`config.mk`:
```
export PLATFORM = sky130hd
export DESIGN_NAME = xor_checked_frame_receiver
export DESIGN_NICKNAME = d
export VERILOG_FILES = /design/src/hw/rtl/xcfr_pkg.sv /design/src/hw/rtl/xcfr_in_stage.sv /design/src/hw/rtl/xcfr_parser.sv /design/src/hw/rtl/xcfr_out_stage.sv /design/src/hw/rtl/xor_checked_frame_receiver.sv
export SDC_FILE = /design/constraint.sdc
export NUM_CORES = 1
export LEC_CHECK = 0
export ABC_AREA = 1
export BUFFER_PORTS_ARGS = -buffer_cell sky130_fd_sc_hd__clkbuf_2
export CAP_MARGIN = 15
export CORE_MARGIN = 2
export CORE_UTILIZATION = 40
export DETAILED_ROUTE_END_ITERATION = 8
export GPL_ROUTABILITY_DRIVEN = 0
export PLACE_DENSITY_LB_ADDON = 0.08
export SETUP_SLACK_MARGIN = 0.2
export SYNTH_ARGS = -nofsm -noshare
export SYNTH_HDL_FRONTEND = slang
export SYNTH_SLANG_ARGS = --single-unit
```
`constraint.sdc`:
```
create_clock -name i_clk -period 2.9 [get_ports i_clk]
set_input_delay 0 -clock i_clk [delete_from_list [all_inputs] [get_ports i_clk]]
set_output_delay 0 -clock i_clk [all_outputs]
set_load 0.01 [all_outputs]
```
`src/hw/rtl/xcfr_pkg.sv`:
```
package xcfr_pkg;

    typedef struct packed {
        logic [7:0] rx_byte;
        logic       abort;
    } t_in_item;

    typedef struct packed {
        logic [2:0]  event_kind;
        logic [7:0]  data_byte;
        logic [7:0]  command;
        logic [15:0] frame_len;
    } t_out_item;

    localparam logic [2:0] PH_CMD   = 3'd0;
    localparam logic [2:0] PH_LENHI = 3'd1;
    localparam logic [2:0] PH_LENLO = 3'd2;
    localparam logic [2:0] PH_DATA  = 3'd3;
    localparam logic [2:0] PH_SUM   = 3'd4;

    localparam logic [2:0] EV_HEADER = 3'd0;
    localparam logic [2:0] EV_DATA   = 3'd1;
    localparam logic [2:0] EV_OK     = 3'd2;
    localparam logic [2:0] EV_BADSUM = 3'd3;
    localparam logic [2:0] EV_LONG   = 3'd4;
    localparam logic [2:0] EV_ABORT  = 3'd5;

    localparam logic [15:0] MAX_LEN_RESET = 16'd256;

endpackage

```
`src/hw/rtl/xcfr_in_stage.sv`:
```
module xcfr_in_stage (
    input  logic              i_clk,
    input  logic              i_rst_n,
    input  logic              i_valid,
    output logic              o_stall,
    input  xcfr_pkg::t_in_item i_item,
    input  logic              i_take,
    output logic              o_valid,
    output xcfr_pkg::t_in_item o_item
);

    logic               r_valid;
    xcfr_pkg::t_in_item r_item;

    assign o_stall = r_valid && !i_take;
    assign o_valid = r_valid;
    assign o_item  = r_item;

    always_ff @(posedge i_clk) begin
        if (!i_rst_n) begin
            r_valid <= 1'b0;
        end else if (!o_stall) begin
            r_valid <= i_valid;
        end
    end

    always_ff @(posedge i_clk) begin
        if (!o_stall && i_valid) begin
            r_item <= i_item;
        end
    end

endmodule

```
`src/hw/rtl/xcfr_parser.sv`:
```
module xcfr_parser (
    input  logic                i_clk,
    input  logic                i_rst_n,
    input  logic                i_cfg_we,
    input  logic [15:0]         i_cfg_wdata,
    input  logic                i_take,
    input  xcfr_pkg::t_in_item  i_item,
    output xcfr_pkg::t_out_item o_result
);

    logic [15:0] r_max;
    logic [2:0]  r_phase;
    logic [7:0]  r_cmd;
    logic [15:0] r_len;
    logic [15:0] r_left;
    logic [7:0]  r_xor;

    logic [2:0]  n_phase;
    logic [7:0]  n_cmd;
    logic [15:0] n_len;
    logic [15:0] n_left;
    logic [7:0]  n_xor;
    logic [2:0]  ev_kind;
    logic [7:0]  ev_data;
    logic [7:0]  b;
    logic [15:0] len_full;
    logic [15:0] left_dec;

    assign b        = i_item.rx_byte;
    assign len_full = {r_len[15:8], b};
    assign left_dec = r_left - 16'd1;

    always_comb begin
        n_phase = r_phase;
        n_cmd   = r_cmd;
        n_len   = r_len;
        n_left  = r_left;
        n_xor   = r_xor;
        ev_kind = xcfr_pkg::EV_HEADER;
        ev_data = 8'd0;
        if (i_item.abort) begin
            n_phase = xcfr_pkg::PH_CMD;
            n_left  = 16'd0;
            n_xor   = 8'd0;
            ev_kind = xcfr_pkg::EV_ABORT;
        end else begin
            unique case (r_phase)
                xcfr_pkg::PH_LENHI: begin
                    n_len   = {b, 8'd0};
                    n_xor   = r_xor ^ b;
                    n_phase = xcfr_pkg::PH_LENLO;
                end
                xcfr_pkg::PH_LENLO: begin
                    n_len = len_full;
                    n_xor = r_xor ^ b;
                    if (len_full > r_max) begin
                        n_phase = xcfr_pkg::PH_CMD;
                        n_left  = 16'd0;
                        ev_kind = xcfr_pkg::EV_LONG;
                    end else begin
                        n_left  = len_full;
                        n_phase = (len_full == 16'd0) ? xcfr_pkg::PH_SUM
                                                      : xcfr_pkg::PH_DATA;
                    end
                end
                xcfr_pkg::PH_DATA: begin
                    n_xor   = r_xor ^ b;
                    n_left  = left_dec;
                    if (left_dec == 16'd0) begin
                        n_phase = xcfr_pkg::PH_SUM;
                    end
                    ev_kind = xcfr_pkg::EV_DATA;
                    ev_data = b;
                end
                xcfr_pkg::PH_SUM: begin
                    n_phase = xcfr_pkg::PH_CMD;
                    ev_kind = (b == r_xor) ? xcfr_pkg::EV_OK : xcfr_pkg::EV_BADSUM;
                    n_xor   = 8'd0;
                end
                default: begin
                    n_cmd   = b;
                    n_len   = 16'd0;
                    n_left  = 16'd0;
                    n_xor   = b;
                    n_phase = xcfr_pkg::PH_LENHI;
                end
            endcase
        end
    end

    assign o_result.event_kind = ev_kind;
    assign o_result.data_byte  = ev_data;
    assign o_result.command    = n_cmd;
    assign o_result.frame_len  = n_len;

    always_ff @(posedge i_clk) begin
        if (!i_rst_n) begin
            r_max <= xcfr_pkg::MAX_LEN_RESET;
        end else if (i_cfg_we) begin
            r_max <= i_cfg_wdata;
        end
    end

    always_ff @(posedge i_clk) begin
        if (!i_rst_n) begin
            r_phase <= xcfr_pkg::PH_CMD;
            r_cmd   <= 8'd0;
            r_len   <= 16'd0;
            r_left  <= 16'd0;
            r_xor   <= 8'd0;
        end else if (i_take) begin
            r_phase <= n_phase;
            r_cmd   <= n_cmd;
            r_len   <= n_len;
            r_left  <= n_left;
            r_xor   <= n_xor;
        end
    end

endmodule

```
`src/hw/rtl/xcfr_out_stage.sv`:
```
module xcfr_out_stage (
    input  logic                i_clk,
    input  logic                i_rst_n,
    input  logic                i_load,
    input  xcfr_pkg::t_out_item i_result,
    output logic                o_valid,
    input  logic                i_stall,
    output xcfr_pkg::t_out_item o_item,
    output logic                o_free
);

    logic                r_valid;
    xcfr_pkg::t_out_item r_item;

    assign o_free  = !r_valid || !i_stall;
    assign o_valid = r_valid;
    assign o_item  = r_item;

    always_ff @(posedge i_clk) begin
        if (!i_rst_n) begin
            r_valid <= 1'b0;
        end else if (o_free) begin
            r_valid <= i_load;
        end
    end

    always_ff @(posedge i_clk) begin
        if (i_load) begin
            r_item <= i_result;
        end
    end

endmodule

```
`src/hw/rtl/xor_checked_frame_receiver.sv`:
```
// Channel  Direction  Handshake               Payload
// input    in         i_in_valid / o_in_stall   i_in_item  (rx_byte, abort)
// output   out        o_out_valid / i_out_stall o_out_item (event_kind, data_byte,
//                                                           command, frame_len)
// config   in         i_cfg_we                i_cfg_wdata (length limit)
//
// One item per cycle sustained unless the output stalls; each item gives one result.
// The frame state updates as an item moves from the input register to the result register.
// Synchronous reset clears the frame state and loads a length limit of 256.
// A stall on the output holds the result register, then the input register, then stalls input.
module xor_checked_frame_receiver (
    input  logic                i_clk,
    input  logic                i_rst_n,
    input  logic                i_in_valid,
    output logic                o_in_stall,
    input  xcfr_pkg::t_in_item  i_in_item,
    output logic                o_out_valid,
    input  logic                i_out_stall,
    output xcfr_pkg::t_out_item o_out_item,
    input  logic                i_cfg_we,
    input  logic [15:0]         i_cfg_wdata
);

    logic                stg_valid;
    xcfr_pkg::t_in_item  stg_item;
    logic                out_free;
    logic                take;
    xcfr_pkg::t_out_item result;

    assign take = stg_valid && out_free;

    xcfr_in_stage u_in (
        .i_clk   (i_clk),
        .i_rst_n (i_rst_n),
        .i_valid (i_in_valid),
        .o_stall (o_in_stall),
        .i_item  (i_in_item),
        .i_take  (take),
        .o_valid (stg_valid),
        .o_item  (stg_item)
    );

    xcfr_parser u_parse (
        .i_clk       (i_clk),
        .i_rst_n     (i_rst_n),
        .i_cfg_we    (i_cfg_we),
        .i_cfg_wdata (i_cfg_wdata),
        .i_take      (take),
        .i_item      (stg_item),
        .o_result    (result)
    );

    xcfr_out_stage u_out (
        .i_clk    (i_clk),
        .i_rst_n  (i_rst_n),
        .i_load   (take),
        .i_result (result),
        .o_valid  (o_out_valid),
        .i_stall  (i_out_stall),
        .o_item   (o_out_item),
        .o_free   (out_free)
    );

endmodule

```
==> flow_summary.yaml, run 1 <==
yosys:
  syn_area_sq_mm: 0.005679
  postSynthRegisterBits: 113
  ys_types: 35
  seq_area_frac_synth_pct: 47.59
  async_flop_share_pct: 0
  mappedNetlistNets: 770
  synth-edff-count: 44
  post_synth.cell_area_avg_sq_um: 7.866
  synthesis.instances: 722
  synthFlopType: "sky130_fd_sc_hd__dfxtp_1"
  synthesis.yosys.warnings: 0
critical_path:
  r2r_startpoint: "u_in.o_item[1]$_DFFE_PP_"
  critical_path.startpoint: "u_in.o_item[1]$_DFFE_PP_"
  critical_path_cell_with_the_highest_stage_delay: "sky130_fd_sc_hd__edfxtp_1"
  reg2reg_to: "u_parse.r_left[3]$_SDFFE_PN0P_"
  cell_by_cell_listing_of_the_critical_path: "inv_1, ha_1, inv_1, nand2_1, nand2_1, nand2_1, nand2_1, nand2_1, nand2_1, nand2_1, nand2_1, nand2_2, clkinvlp_4, o21ai_0, nand2_1, a21oi_1"
  endpoint_kind: "register"
  critical_path.most_common_cell: "sky130_fd_sc_hd__nand2_1"
  kind_of_start_point_of_the_critical_path: "register"
  crit_path_end: "u_parse.r_left[3]$_SDFFE_PN0P_"
  critical_path.max_fanout: 12
  worst-r2r-setup-slack_ps: 560
  worstPathArrival_ps: 2680
  cp_data_required_time_ps: 3240
  r2r_cells: 16
  critical_path_class: "reg -> reg"
  worst_stage_delay_on_the_critical_path_ps: 490
route:
  detail_route.iter0.violations: 306
  final_ant_viol_nets: 0
  number_of_vias_after_detailed_routing: 4986
  first_pass_iters: 5
  post_drt_via_cell_ratio: 4.932
  route.detailed.drc: 0
  finalWirelength_mm: 14.86
  route.detailed.wl_per_inst_microns: 14.70
sta:
  worst_slack_ps: 556.6
  setup_total_negative_slack_ps: 0
  final-max-slew-violation-count: 0
  setup_viol_count_final: 0
  final_period_minus_worst_setup_slack_ps: 2343
  fin_crit_sh_pct: 80.81
  relSlewSlack_pct: 51.40
  layout_skew_ps: 7.195
  worst-slew-pin-transition_ps: 728.3
  f_max_mhz: 426.7
  final_hold_viol_count: 0
  grt_setup_unrepaired: "false"
floorplanning:
  die-height_microns: 123.2
  core-area_sq_mm: 0.01388
  floorplan.die.width_microns: 123.2
  io_pins: 67
  design.die.area_sq_mm: 0.01517
  placementRows: 43
  initial_core_util_pct: 40.91
clock_tree:
  cts_post_setup_buffers_inserted: 0
  cts_tree: "yes"
  h-tree-depth: 4
  clock_tree_buffer_depth: 2
  numCtsBuffers: 17
  master_cell_of_the_clock_root_buffer: "sky130_fd_sc_hd__clkbuf_16"
  clkLatencyLatePin_ps: 410
  clock_slew_seen_by_the_registers_of_the_worst_setup_and_hold_paths_ps: 50
  cts.sinks: 113
power_and_ir_drop:
  max-vdd-ir-drop_uv: 444.4
  power.density_mw_per_mm2: 615.7
  p_leak_nw: 3.069
global_routing:
  overflow: 0
  grt_start_max_net_pins: 57
  grt_antenna_before_repair: 0
  grt_pass1_vias: 4751
  grt_pass1_wl_mm: 24.07
  grt_use_total_pct: 21.06
cells_and_area:
  total_inserted_antenna_cells: 0
  finish.net_count: 866
  final_area_sq_mm: 0.007093
  layout-drive-gt1-share_pct: 16.61
  synthToLayoutAreaGrowth_pct: 24.90
placed_design:
  area_after_dpl_sq_mm: 0.006176
  io_buffers: 66
  post_dp_hpwl_mm: 10.24
  dp_worst_setup_slack_ps: 338.0
worst_hold_path:
  hold_path.class: "in -> reg"
job:
  max-cap-violations: 0
run_status:
  outcome: "finished clean"
==> Yosys cell counts (2+ instances only) <==
| cell type | n | area, sq um |
|---|---|---|
| sky130_fd_sc_hd__o21ai_1 | 16 | 80.08 |
| sky130_fd_sc_hd__buf_2 | 5 | 25.02 |
| sky130_fd_sc_hd__nor2_4 | 2 | 22.52 |
| sky130_fd_sc_hd__edfxtp_1 | 44 | 1321 |
| sky130_fd_sc_hd__nand4_1 | 6 | 37.54 |
| sky130_fd_sc_hd__nand3_1 | 18 | 90.09 |
| sky130_fd_sc_hd__nand2_2 | 8 | 50.05 |
| sky130_fd_sc_hd__nor2_8 | 2 | 40.04 |
| sky130_fd_sc_hd__o21ai_0 | 44 | 220.2 |
| sky130_fd_sc_hd__nor2_1 | 57 | 214.0 |
| sky130_fd_sc_hd__inv_1 | 80 | 300.3 |
| sky130_fd_sc_hd__nand3b_1 | 5 | 37.54 |
| sky130_fd_sc_hd__dfxtp_1 | 69 | 1381 |
| sky130_fd_sc_hd__o22ai_1 | 15 | 93.84 |
| sky130_fd_sc_hd__nand2_1 | 186 | 698.2 |
| sky130_fd_sc_hd__nand2_4 | 2 | 22.52 |
| sky130_fd_sc_hd__nor3_1 | 3 | 15.01 |
| sky130_fd_sc_hd__inv_2 | 6 | 22.52 |
| sky130_fd_sc_hd__a21boi_0 | 8 | 60.06 |
| sky130_fd_sc_hd__xnor2_1 | 6 | 52.55 |
| sky130_fd_sc_hd__a21oi_1 | 76 | 380.4 |
| sky130_fd_sc_hd__ha_1 | 18 | 225.2 |
| sky130_fd_sc_hd__nor2_2 | 2 | 12.51 |
| sky130_fd_sc_hd__clkinv_1 | 2 | 7.510 |
| sky130_fd_sc_hd__xor2_1 | 7 | 61.31 |
| sky130_fd_sc_hd__o21ai_2 | 8 | 70.07 |
| sky130_fd_sc_hd__clkbuf_1 | 19 | 71.32 |
==> stage by stage <==
step | power, mW | hold WS [ps] | utilization [%] | cells
after detailed placement | 2.212 | 182.0 | 44.49 | 949
after global routing | 4.550 | 85.38 | 51.10 | 1011
final | 4.367 | 39.00 | 51.10 | 1011
after CTS | 4.417 | 28.95 | 51.05 | 1011
after global placement | 2.209 | 179.0 | 44.49 | 949
after floorplan | 2.080 | 98.87 | - | 722
==> state kept, by name, indices dropped and copies added, names as in the netlist <==
register         flops
u_in.o_item          9
u_in.o_valid         1
u_out.o_item        35
u_out.o_valid        1
u_parse.r_cmd        8
u_parse.r_left      16
u_parse.r_len       16
u_parse.r_max       16
u_parse.r_phase      3
u_parse.r_xor        8
==> worst min path at each step <==
stage,startpoint,endpoint,slack [ps],depth (start not counted)
floorplan,i_in_item[0],u_in.o_item[0]$_DFFE_PP_,100,0
global placement,i_in_item[6],u_in.o_item[6]$_DFFE_PP_,180,1
detailed placement,i_in_item[8],u_in.o_item[8]$_DFFE_PP_,180,1
CTS,i_rst_n,u_parse.r_phase[1]$_SDFFE_PN0P_,30,3
global route,i_rst_n,u_parse.r_phase[1]$_SDFFE_PN0P_,90,3
finish,i_rst_n,u_parse.r_phase[1]$_SDFFE_PN0P_,40,3
==> where the power goes <==
part / leakage [nW] / switching (mW) / internal [mW] / total, mW
Combinational: 1.78 / 0.288 / 0.161 / 0.449
Sequential: 0.991 / 0.0401 / 1.72 / 1.76
Clock: 0.297 / 0.708 / 1.45 / 2.15
==> cells by family after synthesis <==
logic type / after synthesis / synth area share (%)
adders and majority gates: 18 / 3.966
DFF: 113 / 47.59
xor gates and xnor gates: 13 / 2.005
buffers and inverters: 115 / 8.041
and+or+nand+nor: 295 / 22.34
AOI/OAI and AO/OA: 168 / 16.06
==> critical path, delay by kind of cell (launching register included) <==
family | cells | cell delay, ps
AOI/OAI and AO/OA | 2 | 300
buffers and inverters | 3 | 570
and+or+nand+nor | 10 | 710
DFF | 1 | 490
adders and majority gates | 1 | 200
==> cell usage in the layout, fill, tap and decap left out, types with 16 or more instances in the layout <==
cell / instances
sky130_fd_sc_hd__a21oi_1: 76
sky130_fd_sc_hd__clkbuf_16: 17
sky130_fd_sc_hd__clkbuf_2: 66
sky130_fd_sc_hd__dfxtp_1: 69
sky130_fd_sc_hd__dlygate4sd3_1: 30
sky130_fd_sc_hd__edfxtp_1: 44
sky130_fd_sc_hd__ha_1: 18
sky130_fd_sc_hd__inv_1: 80
sky130_fd_sc_hd__nand2_1: 185
sky130_fd_sc_hd__nand3_1: 18
sky130_fd_sc_hd__nor2_1: 56
sky130_fd_sc_hd__o21ai_0: 44
sky130_fd_sc_hd__o21ai_1: 16
==> area by class of cell <==
class | instances | area (sq um)
Multi-Input combinational cell | 494 | 2530
Sequential cell | 113 | 2703
Tap cell | 180 | 225.2
Inverter | 90 | 349.1
Fill cell | 1342 | 6788
Timing Repair Buffer | 102 | 675.6
Clock inverter | 12 | 163.9
Clock buffer | 20 | 446.7
==> repair_timing <==
action	4_1_cts	5_1_grt
gates resized for setup	0	2
hold buffers	30	0
endpoints found under the hold margin	27	0
endpoints found under the setup margin	0	9
==> per-layer routing <==
layer / share of wire [%] / vias to the layer above / track usage (%)
met5: 0 / - / 0
met4: 1.4 / 0 / 7.457
met3: 4.3 / 14 / 4.520
met2: 47 / 102 / 33.38
met1: 47 / 2307 / 28.41
li1: - / 2563 / -
Note: power is estimated with default switching activity, not from simulation.
==> run 2: changes to the inputs <==
- clock period: 2.9 -> 2 ns (I/O delays scaled with it)
==> run 2 against run 1 <==
Wire length up 4.1%. Register-to-register slack worse by 470 ps. Global-route usage up 0.28 points. Final cell count up 4.5%. Critical path depth down 1. First-iteration DRC count up 35%. Clock power up 27%. Total power up 39%. Critical path type unchanged. Largest cell class is now multi-input gates.
==> flow_summary.yaml, run 2 (synthesis gave the netlist of run 1 again) <==
power_and_ir_drop:
  design_power_total_mw: 6.057
  p_leak_nw: 3.323
  comb_power_share_pct: 13.1
  p_switching_mw: 1.559
  clkPwrFrac_pct: 44.9
  max-vdd-ir-drop_uv: 539.1
  internal_power_consumption_mw: 4.497
  switching_share_pct: 25.75
  power.density_mw_per_mm2: 788.3
  seq_power_share_pct: 42.0
floorplanning:
  design.die.area_sq_mm: 0.01517
  io_pins: 67
  core-area_sq_mm: 0.01388
  placementRows: 43
  floorplan.die.width_microns: 123.2
  initial_core_util_pct: 40.91
  die-height_microns: 123.2
sta:
  worst-slew-pin-transition_ps: 721.8
  final_period_minus_worst_setup_slack_ps: 1909
  layout_skew_ps: 7.354
  final_hold_viol_count: 0
  setup_total_negative_slack_ps: 0
  fin_hold_ws_ps: 87.58
  relSlewSlack_pct: 51.83
  fin_crit_sh_pct: 95.43
  setup_viol_count_final: 0
  f_max_mhz: 523.9
  worst_slack_ps: 91.35
  grt_setup_unrepaired: "true"
  final-max-slew-violation-count: 0
route:
  detail_route.iter0.violations: 414
  final_ant_viol_nets: 0
  first_pass_iters: 5
  route.detailed.drc: 0
  post_drt_via_cell_ratio: 5.010
  number_of_vias_after_detailed_routing: 5291
  route.detailed.wl_per_inst_microns: 14.64
  finalWirelength_mm: 15.46
clock_tree:
  clock_tree_buffer_depth: 2
  h-tree-depth: 4
  clkLatencyLatePin_ps: 420
  cts.sinks: 113
  cts_tree: "yes"
  master_cell_of_the_clock_root_buffer: "sky130_fd_sc_hd__clkbuf_16"
  numCtsBuffers: 17
  clock_slew_seen_by_the_registers_of_the_worst_setup_and_hold_paths_ps: 50
cells_and_area:
  synthToLayoutAreaGrowth_pct: 35.29
  total_inserted_antenna_cells: 0
  layout-drive-gt1-share_pct: 26.94
  finish.net_count: 911
  mostFrequentLayoutCells: "sky130_fd_sc_hd__nand2_1 (176), sky130_fd_sc_hd__inv_1 (73), sky130_fd_sc_hd__a21oi_1 (72)"
  layout.filler_cells: 1313
  mostFrequentLayoutCell: "sky130_fd_sc_hd__nand2_1"
  largest_register_ffs: 35
critical_path:
  r2r_startpoint: "u_in.o_item[3]$_DFFE_PP_"
  critical_path_class: "reg -> reg"
  worstPathArrival_ps: 2250
  critical_path.max_fanout: 5
  critical_path.most_common_cell: "sky130_fd_sc_hd__nand2_1"
  worst_stage_delay_on_the_critical_path_ps: 410
  critical_path_cell_with_the_highest_stage_delay: "sky130_fd_sc_hd__edfxtp_1"
  critical_path.startpoint: "u_in.o_item[3]$_DFFE_PP_"
  cp_data_required_time_ps: 2340
  cell_by_cell_listing_of_the_critical_path: "ha_1, nand2_1, inv_1, nand2_1, nand2_1, nand2_1, nand2_1, nand2_1, nand2_2, nand2_4, buf_6, nand3_1, o21ai_1, nand2_1, a21oi_1"
  endpoint_kind: "register"
  kind_of_start_point_of_the_critical_path: "register"
worst_hold_path:
  hold_path.class: "in -> reg"
  timing.hold.worst.start: "i_rst_n"
global_routing:
  grt_pass1_vias: 5027
  grt_use_total_pct: 21.35
  grt_start_max_net_pins: 57
  overflow: 0
  grt_pass1_wl_mm: 24.68
  grt_antenna_before_repair: 0
placed_design:
  io_buffers: 66
  post_dp_hpwl_mm: 10.63
  dp_worst_setup_slack_ps: 3.922
run_status:
  outcome: "finished clean"
job:
  max-cap-violations: 0
-- run 2: cell type report --
type                            instances  area, sq um  area share, %
Inverter                               90        347.8          4.527
Tap cell                              180        225.2          2.931
Timing Repair Buffer                  147         1052          13.69
Multi-Input combinational cell        494         2815          36.64
Clock buffer                           19        432.9          5.634
Sequential cell                       113         2714          35.32
Clock inverter                         13        96.34          1.254
-- run 2: layer usage --
| metal | vias to the layer above | routed length (microns) | track usage [%] |
|---|---|---|---|
| met1 | 2458 | 6947 | 27.91 |
| met5 | - | 0 | 0 |
| li1 | 2658 | - | - |
| met3 | 21 | 891 | 4.566 |
| met2 | 154 | 7399 | 35.06 |
| met4 | 0 | 226 | 7.173 |
-- run 2: final timing paths --
check                                         to  slack [ps]  cells after the start
setup / recovery  u_parse.r_left[9]$_SDFFE_PN0P_          90                     15
hold / removal        u_out.o_valid$_SDFFE_PN0P_          90                      4
setup reg to reg  u_parse.r_left[9]$_SDFFE_PN0P_          90                     15
hold reg to reg   u_parse.r_max[12]$_SDFFE_PN0P_         460                      2
-- run 2: worst max-delay path: cells and delay by family, from the launching register on --
kind | cells | cell delay [ps]
AND/OR/NAND/NOR | 10 | 700
flip-flops | 1 | 410
adder cells (fa/ha/maj) | 1 | 310
AO/OA/AOI/OAI | 2 | 210
buffers and inverters | 2 | 190
-- run 2: metrics by stage --
step / instance area (sq um) / instances / util (%)
floorplan: 5682 / 722 / -
global placement: 6394 / 978 / 46.06
detailed placement: 6394 / 978 / 46.06
CTS: 7400 / 1047 / 53.31
global route: 7684 / 1056 / 55.35
finish: 7684 / 1056 / 55.35
-- run 2: timing repair --
item | CTS | global route
endpoints found under the setup margin | 21 | 56
setup buffers | 5 | 5
gates cloned | 1 | 0
pin swaps | 17 | 19
resized for setup | 30 | 57
hold buffers | 31 | 4
hold endpoints to repair | 27 | 3
-- run 2: power by group through the flow --
stage	clock, mW	sequential [mW]	combinational [mW]
global placement	0	2.58	0.642
CTS	2.78	2.54	0.737
detailed placement	0	2.59	0.653
global route	2.88	2.55	0.877
finish	2.72	2.54	0.793
floorplan	0	2.60	0.412
